==> src/rtl/audio_video_tag_rewriter_defines.svh <==
`ifndef AUDIO_VIDEO_TAG_REWRITER_DEFINES_SVH
`define AUDIO_VIDEO_TAG_REWRITER_DEFINES_SVH

// Same-cycle implication, held off during reset.
`define AVTR_ASSERT_NOW(lbl, ck, rn, ante, cons) \
    lbl: assert property (@(posedge ck) disable iff (!rn) (ante) |-> (cons)) \
        else $error("avtr assertion failed");

// Next-cycle implication, held off during reset.
`define AVTR_ASSERT_NEXT(lbl, ck, rn, ante, cons) \
    lbl: assert property (@(posedge ck) disable iff (!rn) (ante) |=> (cons)) \
        else $error("avtr assertion failed");

`endif

==> src/rtl/avtr_pkg.sv <==
`default_nettype none

package avtr_pkg;

    localparam int unsigned AVTR_BYTE_W = 8;

    typedef struct packed {
        logic                   restart;
        logic                   last;
        logic [AVTR_BYTE_W-1:0] data;
    } avtr_item_t;

    typedef struct packed {
        logic                   last;
        logic [AVTR_BYTE_W-1:0] data;
    } avtr_result_t;

    localparam int unsigned AVTR_IN_W  = $bits(avtr_item_t);
    localparam int unsigned AVTR_OUT_W = $bits(avtr_result_t);

    typedef enum logic [4:0] {
        ST_IDLE  = 5'd1,
        ST_LT    = 5'd2,
        ST_A     = 5'd3,
        ST_AU    = 5'd4,
        ST_AUD   = 5'd5,
        ST_V     = 5'd6,
        ST_VI    = 5'd7,
        ST_VID   = 5'd8,
        ST_NAME  = 5'd9,
        ST_BANG  = 5'd10,
        ST_CD_LB = 5'd11,
        ST_CD_C  = 5'd12,
        ST_CD_D  = 5'd13,
        ST_CD_A  = 5'd14,
        ST_CD_T  = 5'd15,
        ST_CD_A2 = 5'd16,
        ST_CDATA = 5'd17,
        ST_RB1   = 5'd18,
        ST_RB2   = 5'd19
    } avtr_state_t;

    localparam logic [AVTR_BYTE_W-1:0] CH_LT    = 8'h3C;
    localparam logic [AVTR_BYTE_W-1:0] CH_GT    = 8'h3E;
    localparam logic [AVTR_BYTE_W-1:0] CH_BANG  = 8'h21;
    localparam logic [AVTR_BYTE_W-1:0] CH_SLASH = 8'h2F;
    localparam logic [AVTR_BYTE_W-1:0] CH_LB    = 8'h5B;
    localparam logic [AVTR_BYTE_W-1:0] CH_RB    = 8'h5D;
    localparam logic [AVTR_BYTE_W-1:0] CH_UC_A  = 8'h41;
    localparam logic [AVTR_BYTE_W-1:0] CH_UC_C  = 8'h43;
    localparam logic [AVTR_BYTE_W-1:0] CH_UC_D  = 8'h44;
    localparam logic [AVTR_BYTE_W-1:0] CH_UC_T  = 8'h54;
    localparam logic [AVTR_BYTE_W-1:0] CH_A     = 8'h61;
    localparam logic [AVTR_BYTE_W-1:0] CH_D     = 8'h64;
    localparam logic [AVTR_BYTE_W-1:0] CH_E     = 8'h65;
    localparam logic [AVTR_BYTE_W-1:0] CH_I     = 8'h69;
    localparam logic [AVTR_BYTE_W-1:0] CH_O     = 8'h6F;
    localparam logic [AVTR_BYTE_W-1:0] CH_U     = 8'h75;
    localparam logic [AVTR_BYTE_W-1:0] CH_V     = 8'h76;
    localparam logic [AVTR_BYTE_W-1:0] CH_REPL  = 8'h5F;

endpackage

`default_nettype wire

==> src/rtl/avtr_stage.sv <==
`default_nettype none

module avtr_stage
    import avtr_pkg::*;
#(
    parameter int unsigned W = AVTR_IN_W
)
(
    input  wire logic         clk,
    input  wire logic         rst_n,
    input  wire logic         s_valid,
    output logic              s_ready,
    input  wire logic [W-1:0] s_data,
    output logic              m_valid,
    input  wire logic         m_ready,
    output logic [W-1:0]      m_data
);

    logic         valid_reg;
    logic [W-1:0] data_reg;

    assign s_ready = !valid_reg || m_ready;
    assign m_valid = valid_reg;
    assign m_data  = data_reg;

    always_ff @(posedge clk or negedge rst_n)
    begin
        if (!rst_n)
        begin
            valid_reg <= 1'b0;
        end
        else if (s_ready)
        begin
            valid_reg <= s_valid;
        end
    end

    always_ff @(posedge clk)
    begin
        if (s_ready && s_valid)
        begin
            data_reg <= s_data;
        end
    end

endmodule

`default_nettype wire

==> src/rtl/avtr_matcher.sv <==
`default_nettype none

`include "audio_video_tag_rewriter_defines.svh"

module avtr_matcher
    import avtr_pkg::*;
(
    input  wire logic         clk,
    input  wire logic         rst_n,
    input  wire logic         advance,
    input  wire avtr_item_t   item,
    output avtr_result_t      result
);

    avtr_state_t state_reg;
    avtr_state_t state_next;
    avtr_state_t state_cur;

    assign state_cur = item.restart ? ST_IDLE : state_reg;

    always_comb
    begin
        state_next = state_cur;
        unique case (state_cur)
            ST_LT:
            begin
                priority if (item.data == CH_A)     state_next = ST_A;
                else if (item.data == CH_V)         state_next = ST_V;
                else if (item.data == CH_BANG)      state_next = ST_BANG;
                else if (item.data == CH_SLASH)     state_next = ST_LT;
                else                                state_next = ST_IDLE;
            end
            ST_A:     state_next = (item.data == CH_U)    ? ST_AU    : ST_IDLE;
            ST_AU:    state_next = (item.data == CH_D)    ? ST_AUD   : ST_IDLE;
            ST_AUD:   state_next = (item.data == CH_I)    ? ST_NAME  : ST_IDLE;
            ST_V:     state_next = (item.data == CH_I)    ? ST_VI    : ST_IDLE;
            ST_VI:    state_next = (item.data == CH_D)    ? ST_VID   : ST_IDLE;
            ST_VID:   state_next = (item.data == CH_E)    ? ST_NAME  : ST_IDLE;
            ST_NAME:  state_next = ST_IDLE;
            ST_BANG:  state_next = (item.data == CH_LB)   ? ST_CD_LB : ST_IDLE;
            ST_CD_LB: state_next = (item.data == CH_UC_C) ? ST_CD_C  : ST_IDLE;
            ST_CD_C:  state_next = (item.data == CH_UC_D) ? ST_CD_D  : ST_IDLE;
            ST_CD_D:  state_next = (item.data == CH_UC_A) ? ST_CD_A  : ST_IDLE;
            ST_CD_A:  state_next = (item.data == CH_UC_T) ? ST_CD_T  : ST_IDLE;
            ST_CD_T:  state_next = (item.data == CH_UC_A) ? ST_CD_A2 : ST_IDLE;
            ST_CD_A2: state_next = (item.data == CH_LB)   ? ST_CDATA : ST_IDLE;
            ST_CDATA: state_next = (item.data == CH_RB)   ? ST_RB1   : ST_CDATA;
            ST_RB1:   state_next = (item.data == CH_RB)   ? ST_RB2   : ST_CDATA;
            ST_RB2:   state_next = (item.data == CH_GT)   ? ST_IDLE  : ST_CDATA;
            default:  state_next = (item.data == CH_LT)   ? ST_LT    : ST_IDLE;
        endcase
    end

    always_comb
    begin
        result.last = item.last;
        result.data = item.data;
        if (state_cur == ST_NAME && item.data == CH_O)
        begin
            result.data = CH_REPL;
        end
    end

    always_ff @(posedge clk or negedge rst_n)
    begin
        if (!rst_n)
        begin
            state_reg <= ST_IDLE;
        end
        else if (advance)
        begin
            state_reg <= state_next;
        end
    end

    `AVTR_ASSERT_NEXT(a_hold_state, clk, rst_n, !advance, $stable(state_reg))
    `AVTR_ASSERT_NOW(a_only_o_rewritten, clk, rst_n, result.data != item.data,
        item.data == CH_O && state_cur == ST_NAME)
    `AVTR_ASSERT_NEXT(a_restart_idle, clk, rst_n,
        advance && item.restart && item.data != CH_LT, state_reg == ST_IDLE)
    `AVTR_ASSERT_NEXT(a_name_one_byte, clk, rst_n,
        advance && state_cur == ST_NAME, state_reg == ST_IDLE)

endmodule

`default_nettype wire

==> src/rtl/audio_video_tag_rewriter.sv <==
// Markup byte-stream rewriter: one byte in, one byte out, in order. The 'o' that completes
// "<audio" or "<video" (any number of '/' after the '<') leaves as '_', every other byte
// passes unchanged, and nothing is matched inside a CDATA section. tuser set on an input
// restarts the matcher before that byte; tlast is carried through as the chunk marker.
// A byte passes through the input register, then the result register, on its way out,
// and one byte can be accepted every cycle while the output does not stall: the next-state
// update of the tag matcher between the two registers sets that rate. Stalls on the output
// propagate to the input ready combinationally through the two stages.
`default_nettype none

`include "audio_video_tag_rewriter_defines.svh"

module audio_video_tag_rewriter
    import avtr_pkg::*;
(
    input  wire logic                   clk,
    input  wire logic                   rst_n,
    input  wire logic                   s_axis_tvalid,
    output logic                        s_axis_tready,
    input  wire logic [AVTR_BYTE_W-1:0] s_axis_tdata,   // in_byte
    input  wire logic                   s_axis_tuser,   // new_stream
    input  wire logic                   s_axis_tlast,   // chunk_last
    output logic                        m_axis_tvalid,
    input  wire logic                   m_axis_tready,
    output logic [AVTR_BYTE_W-1:0]      m_axis_tdata,   // out_byte
    output logic                        m_axis_tlast    // chunk_end
);

    avtr_item_t   in_item;
    avtr_item_t   held_item;
    avtr_result_t result;
    avtr_result_t out_result;
    logic         held_valid;
    logic         out_ready;

    assign in_item.restart = s_axis_tuser;
    assign in_item.last    = s_axis_tlast;
    assign in_item.data    = s_axis_tdata;

    avtr_stage #(
        .W (AVTR_IN_W)
    ) u_in_stage (
        .clk     (clk),
        .rst_n   (rst_n),
        .s_valid (s_axis_tvalid),
        .s_ready (s_axis_tready),
        .s_data  (in_item),
        .m_valid (held_valid),
        .m_ready (out_ready),
        .m_data  (held_item)
    );

    avtr_matcher u_matcher (
        .clk     (clk),
        .rst_n   (rst_n),
        .advance (held_valid && out_ready),
        .item    (held_item),
        .result  (result)
    );

    avtr_stage #(
        .W (AVTR_OUT_W)
    ) u_out_stage (
        .clk     (clk),
        .rst_n   (rst_n),
        .s_valid (held_valid),
        .s_ready (out_ready),
        .s_data  (result),
        .m_valid (m_axis_tvalid),
        .m_ready (m_axis_tready),
        .m_data  (out_result)
    );

    assign m_axis_tdata = out_result.data;
    assign m_axis_tlast = out_result.last;

    `AVTR_ASSERT_NEXT(a_out_hold, clk, rst_n, m_axis_tvalid && !m_axis_tready,
        m_axis_tvalid && $stable(m_axis_tdata) && $stable(m_axis_tlast))
    `AVTR_ASSERT_NOW(a_ready_when_empty, clk, rst_n, !m_axis_tvalid, s_axis_tready)
    `AVTR_ASSERT_NEXT(a_last_carried, clk, rst_n, held_valid && out_ready,
        m_axis_tvalid && m_axis_tlast == $past(held_item.last))

endmodule

`default_nettype wire

==> config.mk <==
export PLATFORM = sky130hd
export DESIGN_NAME = audio_video_tag_rewriter
export DESIGN_NICKNAME = d
export VERILOG_FILES = /design/src/rtl/avtr_pkg.sv /design/src/rtl/avtr_stage.sv /design/src/rtl/avtr_matcher.sv /design/src/rtl/audio_video_tag_rewriter.sv
export VERILOG_INCLUDE_DIRS = /design/src /design/src/rtl
export SDC_FILE = /design/constraint.sdc
export NUM_CORES = 1
export LEC_CHECK = 0
export BUFFER_PORTS_ARGS = -buffer_cell sky130_fd_sc_hd__clkbuf_2
export CELL_PAD_IN_SITES_DETAIL_PLACEMENT = 2
export CELL_PAD_IN_SITES_GLOBAL_PLACEMENT = 2
export CORE_MARGIN = 3
export CORE_UTILIZATION = 30
export CTS_CLUSTER_SIZE = 30
export DETAILED_ROUTE_END_ITERATION = 8
export GPL_TIMING_DRIVEN = 0
export PLACE_DENSITY_LB_ADDON = 0.25
export SKIP_CTS_REPAIR_TIMING = 1
export SYNTH_ARGS = -nofsm -noshare
export SYNTH_HDL_FRONTEND = slang
export SYNTH_SLANG_ARGS = --single-unit
==> constraint.sdc <==
create_clock -name clk -period 1.9 [get_ports clk]
set_input_delay 0.095 -clock clk [delete_from_list [all_inputs] [get_ports clk]]
set_output_delay 0.095 -clock clk [all_outputs]
set_load 0.02 [all_outputs]
# Word level (Yosys, flattened, before mapping)
# Cells that the tools add are included.
classes:
  eq_ne: 35
  muxes: 23
  reduce_logical: 7
ops:
  columns: ["cell", "n"]
  rows:
  - ["equality test 8 x 7 -> 1 bit (second input constant)", 13]
  - ["one-hot mux 5 bit (18 select lines)", 1]
  - ["equality test 5 x 4 -> 1 bit (second input constant)", 8]
  - ["two-way mux 5 bit", 7]
  - ["equality test 8 x 6 -> 1 bit (second input constant)", 4]
  - ["two-way mux 4 bit", 8]
  - ["equality test 5 x 3 -> 1 bit (second input constant)", 4]
  - ["equality test 5 bit (second input constant)", 4]
  - ["equality test 5 x 2 -> 1 bit (second input constant)", 2]
  - ["two-way mux 3 bit", 3]
  - ["two-way mux 2 bit", 4]
  - ["logical AND 1 bit", 3]
  - ["logical NOT 1 bit", 2]
  - ["logical OR 1 bit", 2]
word_totals:
  regBits: 26
  input_bits: 14
  out_inout_bits: 11
  word_cells: 71

# Depth between registers and ports, before layout
logic_depth:
  word_depth: 6
  ltp_mapped: 6
  mapped_depth_nobuf: 6

# Cells and area by module
# A second synthesis with hierarchy kept.
hier_totals:
  hier_cells: 175
  area_unflattened_um2: 1726.7
by_module_without_submodules:
  columns: ["module", "instances", "cells_per_inst", "area_per_inst_um2", "seq_area_each_um2"]
  rows:
  - ["avtr_matcher", 1, 147, 1042.2, 126.4]
  - ["avtr_stage at u_in_stage", 1, 14, 354.1, 325.3]
  - ["avtr_stage at u_out_stage", 1, 13, 324.1, 295.3]
  - ["audio_video_tag_rewriter", 1, 1, 6.3, 0.0]

# Least setup slack after synthesis
# OpenSTA, ideal clock, no wires.
synth_timing:
  path_type: "flip-flop to flip-flop"
  startpoint: "register u_in_stage.data_reg[5], in the netlist u_in_stage.m_data[5]"
  endpoint: "register u_matcher.state_reg[2]"
  setup_time_ns: 0.082
  t_arrival_ns: 1.575
  t_required_ns: 1.818
  slack_ns: 0.243
  stages_incl_launch_ff: 6
  n_path_buf: 0
  synth_period_minus_slack_ns: 1.657
  path_cell_list: "edfxtp_1 -> or4b_4 -> nor4_2 -> a211oi_1 -> o21a_1 -> a31oi_1"
synth_via:
  elab_chain_cells: 4
  word_cells_on_any_way: 19
  classes_between: "eq/ne: 9; mux: 10"
synth_rtl:
  columns: ["element", "line_no", "rtl"]
  rows:
  - ["from (decl)", "avtr_stage.sv:20", "logic [W-1:0] data_reg;"]
  - ["from (signal assigned)", "avtr_stage.sv:42", "data_reg <= s_data;"]
  - ["equality test 8 x 7 -> 1 bit", "avtr_matcher.sv:28", "else if (item.data == CH_V) state_next = ST_V;"]
  - ["two-way mux 5 bit", "avtr_matcher.sv:28", null]
  - ["two-way mux 5 bit", "avtr_matcher.sv:27", "priority if (item.data == CH_A) state_next = ST_A;"]
  - ["one-hot mux 5 bit (18 select lines) (*)", "avtr_matcher.sv:24", "unique case (state_cur)"]
  - ["to (signal assigned)", "avtr_matcher.sv:72", "state_reg <= state_next;"]
  - ["to (decl)", "avtr_matcher.sv:15", "avtr_state_t state_reg;"]
# Mark *: on every way between the ends. The rest lies on a longest branch, timed or not.
# A chain may end at the register's enable or synchronous reset.

# Final worst setup path
layout_timing:
  startpoint: "register u_in_stage.data_reg[4], in the netlist u_in_stage.m_data[4]"
  endpoint: "register u_matcher.state_reg[0]"
layout_via:
  elab_chain_cells: 6
  word_cells_on_any_way: 22
  classes_between: "eq/ne: 10; mux: 12"
layout_rtl:
  columns: ["element", "line_no", "rtl"]
  rows:
  - ["equality test 8 x 6 -> 1 bit", "avtr_matcher.sv:30", "else if (item.data == CH_SLASH) state_next = ST_LT;"]
  - ["two-way mux 2 bit", "avtr_matcher.sv:30", null]
  - ["two-way mux 5 bit", "avtr_matcher.sv:29", "else if (item.data == CH_BANG) state_next = ST_BANG;"]
  - ["two-way mux 5 bit", "avtr_matcher.sv:28", null]
  - ["two-way mux 5 bit", "avtr_matcher.sv:27", null]
  - ["one-hot mux 5 bit (18 select lines) (*)", "avtr_matcher.sv:24", null]
# Marked as above.

==> flow_metrics.tcl <==
set metrics [dict create \
    power_density_nw_per_um2 816 \
    cts.sinks 26 \
    initial_utilization 0.316 \
    yosys_most_used_dff "edfxtp_1" \
    largest_reg_flops 10 \
    hold_ws_ns -0.00251 \
    root_buffer "clkbuf_8" \
    wl_um 6160 \
    cts_tree "yes" \
    fp-row-count 26 \
    maxCapViolCount 0 \
    die_w_um 80.1 \
    grt_pass1_vias 1606 \
    yosys_warnings 0 \
    die_h_um 80.1 \
    synth.top_cell.area_share 0.347 \
    relSlewSlack 0.603 \
    fin_nets 232 \
    ant_nets 0 \
    final_common_cell "clkbuf_2" \
    crit_arrival_ns 2.17 \
    hold_class "primary input to flip-flop" \
    period_needed_ns 1.96 \
    drive_above_1_share 0.332 \
    post-route-util 0.430 \
    ys_seq_area_frac 0.454 \
    htreeDepth 1 \
    grt_pass1_wl_um 8580 \
    drt-pass1-iter-count 4 \
    grt_max_degree 16 \
    async_flop_share 0.269 \
    diodes 0 \
    end_kind "flip-flop" \
    grtUsageTotal 0.175 \
    clk_latency_ns 0.28 \
    multi_input_area_um2 918 \
    gr-total-overflow 0 \
    netlist_instances 167 \
    period_share 1.03 \
    cts_buffer_depth 2 \
    fin_setup_tns_ns -0.0803 \
    hpwl_um 4110 \
    fin_skew_ns 0.00193 \
    synth_area_leader_cell "edfxtp_1" \
    synth-edff-count 19 \
    violations "hold timing, setup timing" \
    ys_seq_elements 26 \
    power_mw 1.83 \
    required_ns 2.11 \
    netlist-cell-type-count 52 \
    setup_viol 2 \
    synth_nets 181 \
    wl_per_cell_um 21.5 \
    cp_max_fo 7 \
    numCtsBuffers 3 \
    start_kind "flip-flop" \
    dieArea_um2 6410 \
    drc_errors 0 \
    rsz0062_at_grt "yes" \
    ir_drop_mv 0.354 \
    crit_type "flip-flop to flip-flop" \
    io-pin-count 25 \
    design_area_um2 2240 \
    grt_antenna_before_repair 0 \
    fillers 562 \
    avgSynthCellArea_um2 9.86 \
    via_count 1603 \
    leakagePower_nw 0.807 \
    status "complete, but fails checks" \
    post_dp_cell_area_um2 1850 \
    netlist_area_um2 1650 \
    worst_slack_ns -0.0591 \
    port_buffers 24 \
    worstMarginPinSlew_ns 0.588 \
    final-seq-area_um2 747 \
    synth_area_leaders "edfxtp_1, dfrtp_1, nor3_1" \
    core-area_um2 5200 \
    syn_to_final_growth_pct 35.9 \
    routed_via_density 5.59 \
    final_cell_mix "clkbuf_2, edfxtp_1, buf_4, nand2_1" \
    gp_congestion 0.922 \
    hold_viol 1 \
    cts.clk_slew.worst_paths_ns 0.10 \
    drtIter0Drc 101 \
    fmax_mhz 510 \
    maxSlewViolCount 0 \
]
-- final cells by class --
type,count,area share
Multi-Input combinational cell,122,0.410
Sequential cell,26,0.334
Timing Repair Buffer,46,0.139
Tap cell,70,0.0391
Buffer,15,0.0380
Clock buffer,3,0.0184
Clock inverter,1,0.0134
Inverter,4,0.00838
-- final timing paths --
kind,start,end,slack [ns],cells after the start
max in group asynchronous,rst_n,u_matcher.state_reg[0],1.48,2
max,u_in_stage.m_data[4],u_matcher.state_reg[0],-0.06,5
max reg2reg,u_in_stage.m_data[4],u_matcher.state_reg[0],-0.06,5
min in group asynchronous,rst_n,u_out_stage.m_valid,0.18,2
min,s_axis_tdata[5],u_in_stage.m_data[5],-0.003,1
min reg2reg,u_in_stage.m_data[8],u_out_stage.m_data[8],0.44,0
-- per-stage QoR --
step                hold WS (ns)  worst slack (ns)  instances
finish                  -0.00251           -0.0591        287
global route             0.00264            -0.153        287
floorplan                 -0.201             0.243        167
global placement         -0.0643            -0.110        261
detailed placement       -0.0495            -0.179        261
CTS                       -0.351            -0.214        265
-- cells by family (layout without fill, tap and decap cells) --
group	after synthesis	in the layout	share of synthesized area
xor gates and xnor gates	1	1	0.00532
AOI/OAI and AO/OA	33	33	0.139
and+or+nand+nor	88	88	0.347
DFF	26	26	0.454
buffers and inverters	19	69	0.0547
-- worst max-delay path, stage by stage, from the launching register on --
cell and delay (ns):
edfxtp_1 0.52, or4b_2 0.73, a21oi_1 0.20, nor3_1 0.10, nor3_2 0.22, a21oi_1 0.11
-- where the power goes --
part           leakage, nW  total (mW)  switching, mW  internal [mW]
registers            0.265       0.737         0.0602          0.677
clock network       0.0357       0.479          0.196          0.283
logic                0.506       0.611          0.361          0.250
-- cell usage after synthesis, drive strengths merged (4+ instances only) --
| library cell | instances |
|---|---|
| inv | 4 |
| nand2b | 8 |
| clkbuf | 8 |
| o21ai | 4 |
| a21oi | 7 |
| nand2 | 11 |
| nor2 | 9 |
| nor3 | 13 |
| or4b | 4 |
| nor4 | 6 |
| edfxtp | 19 |
| nand3 | 5 |
| dfrtp | 6 |
| buf | 6 |
-- layer usage --
| layer | routed length [um] | GRT usage |
|---|---|---|
| met3 | 184 | 0.0202 |
| met4 | 104 | 0.0473 |
| met1 | 2510 | 0.220 |
| met5 | 0 | 0 |
| met2 | 3360 | 0.315 |
Note: power is estimated with default switching activity, not from simulation.
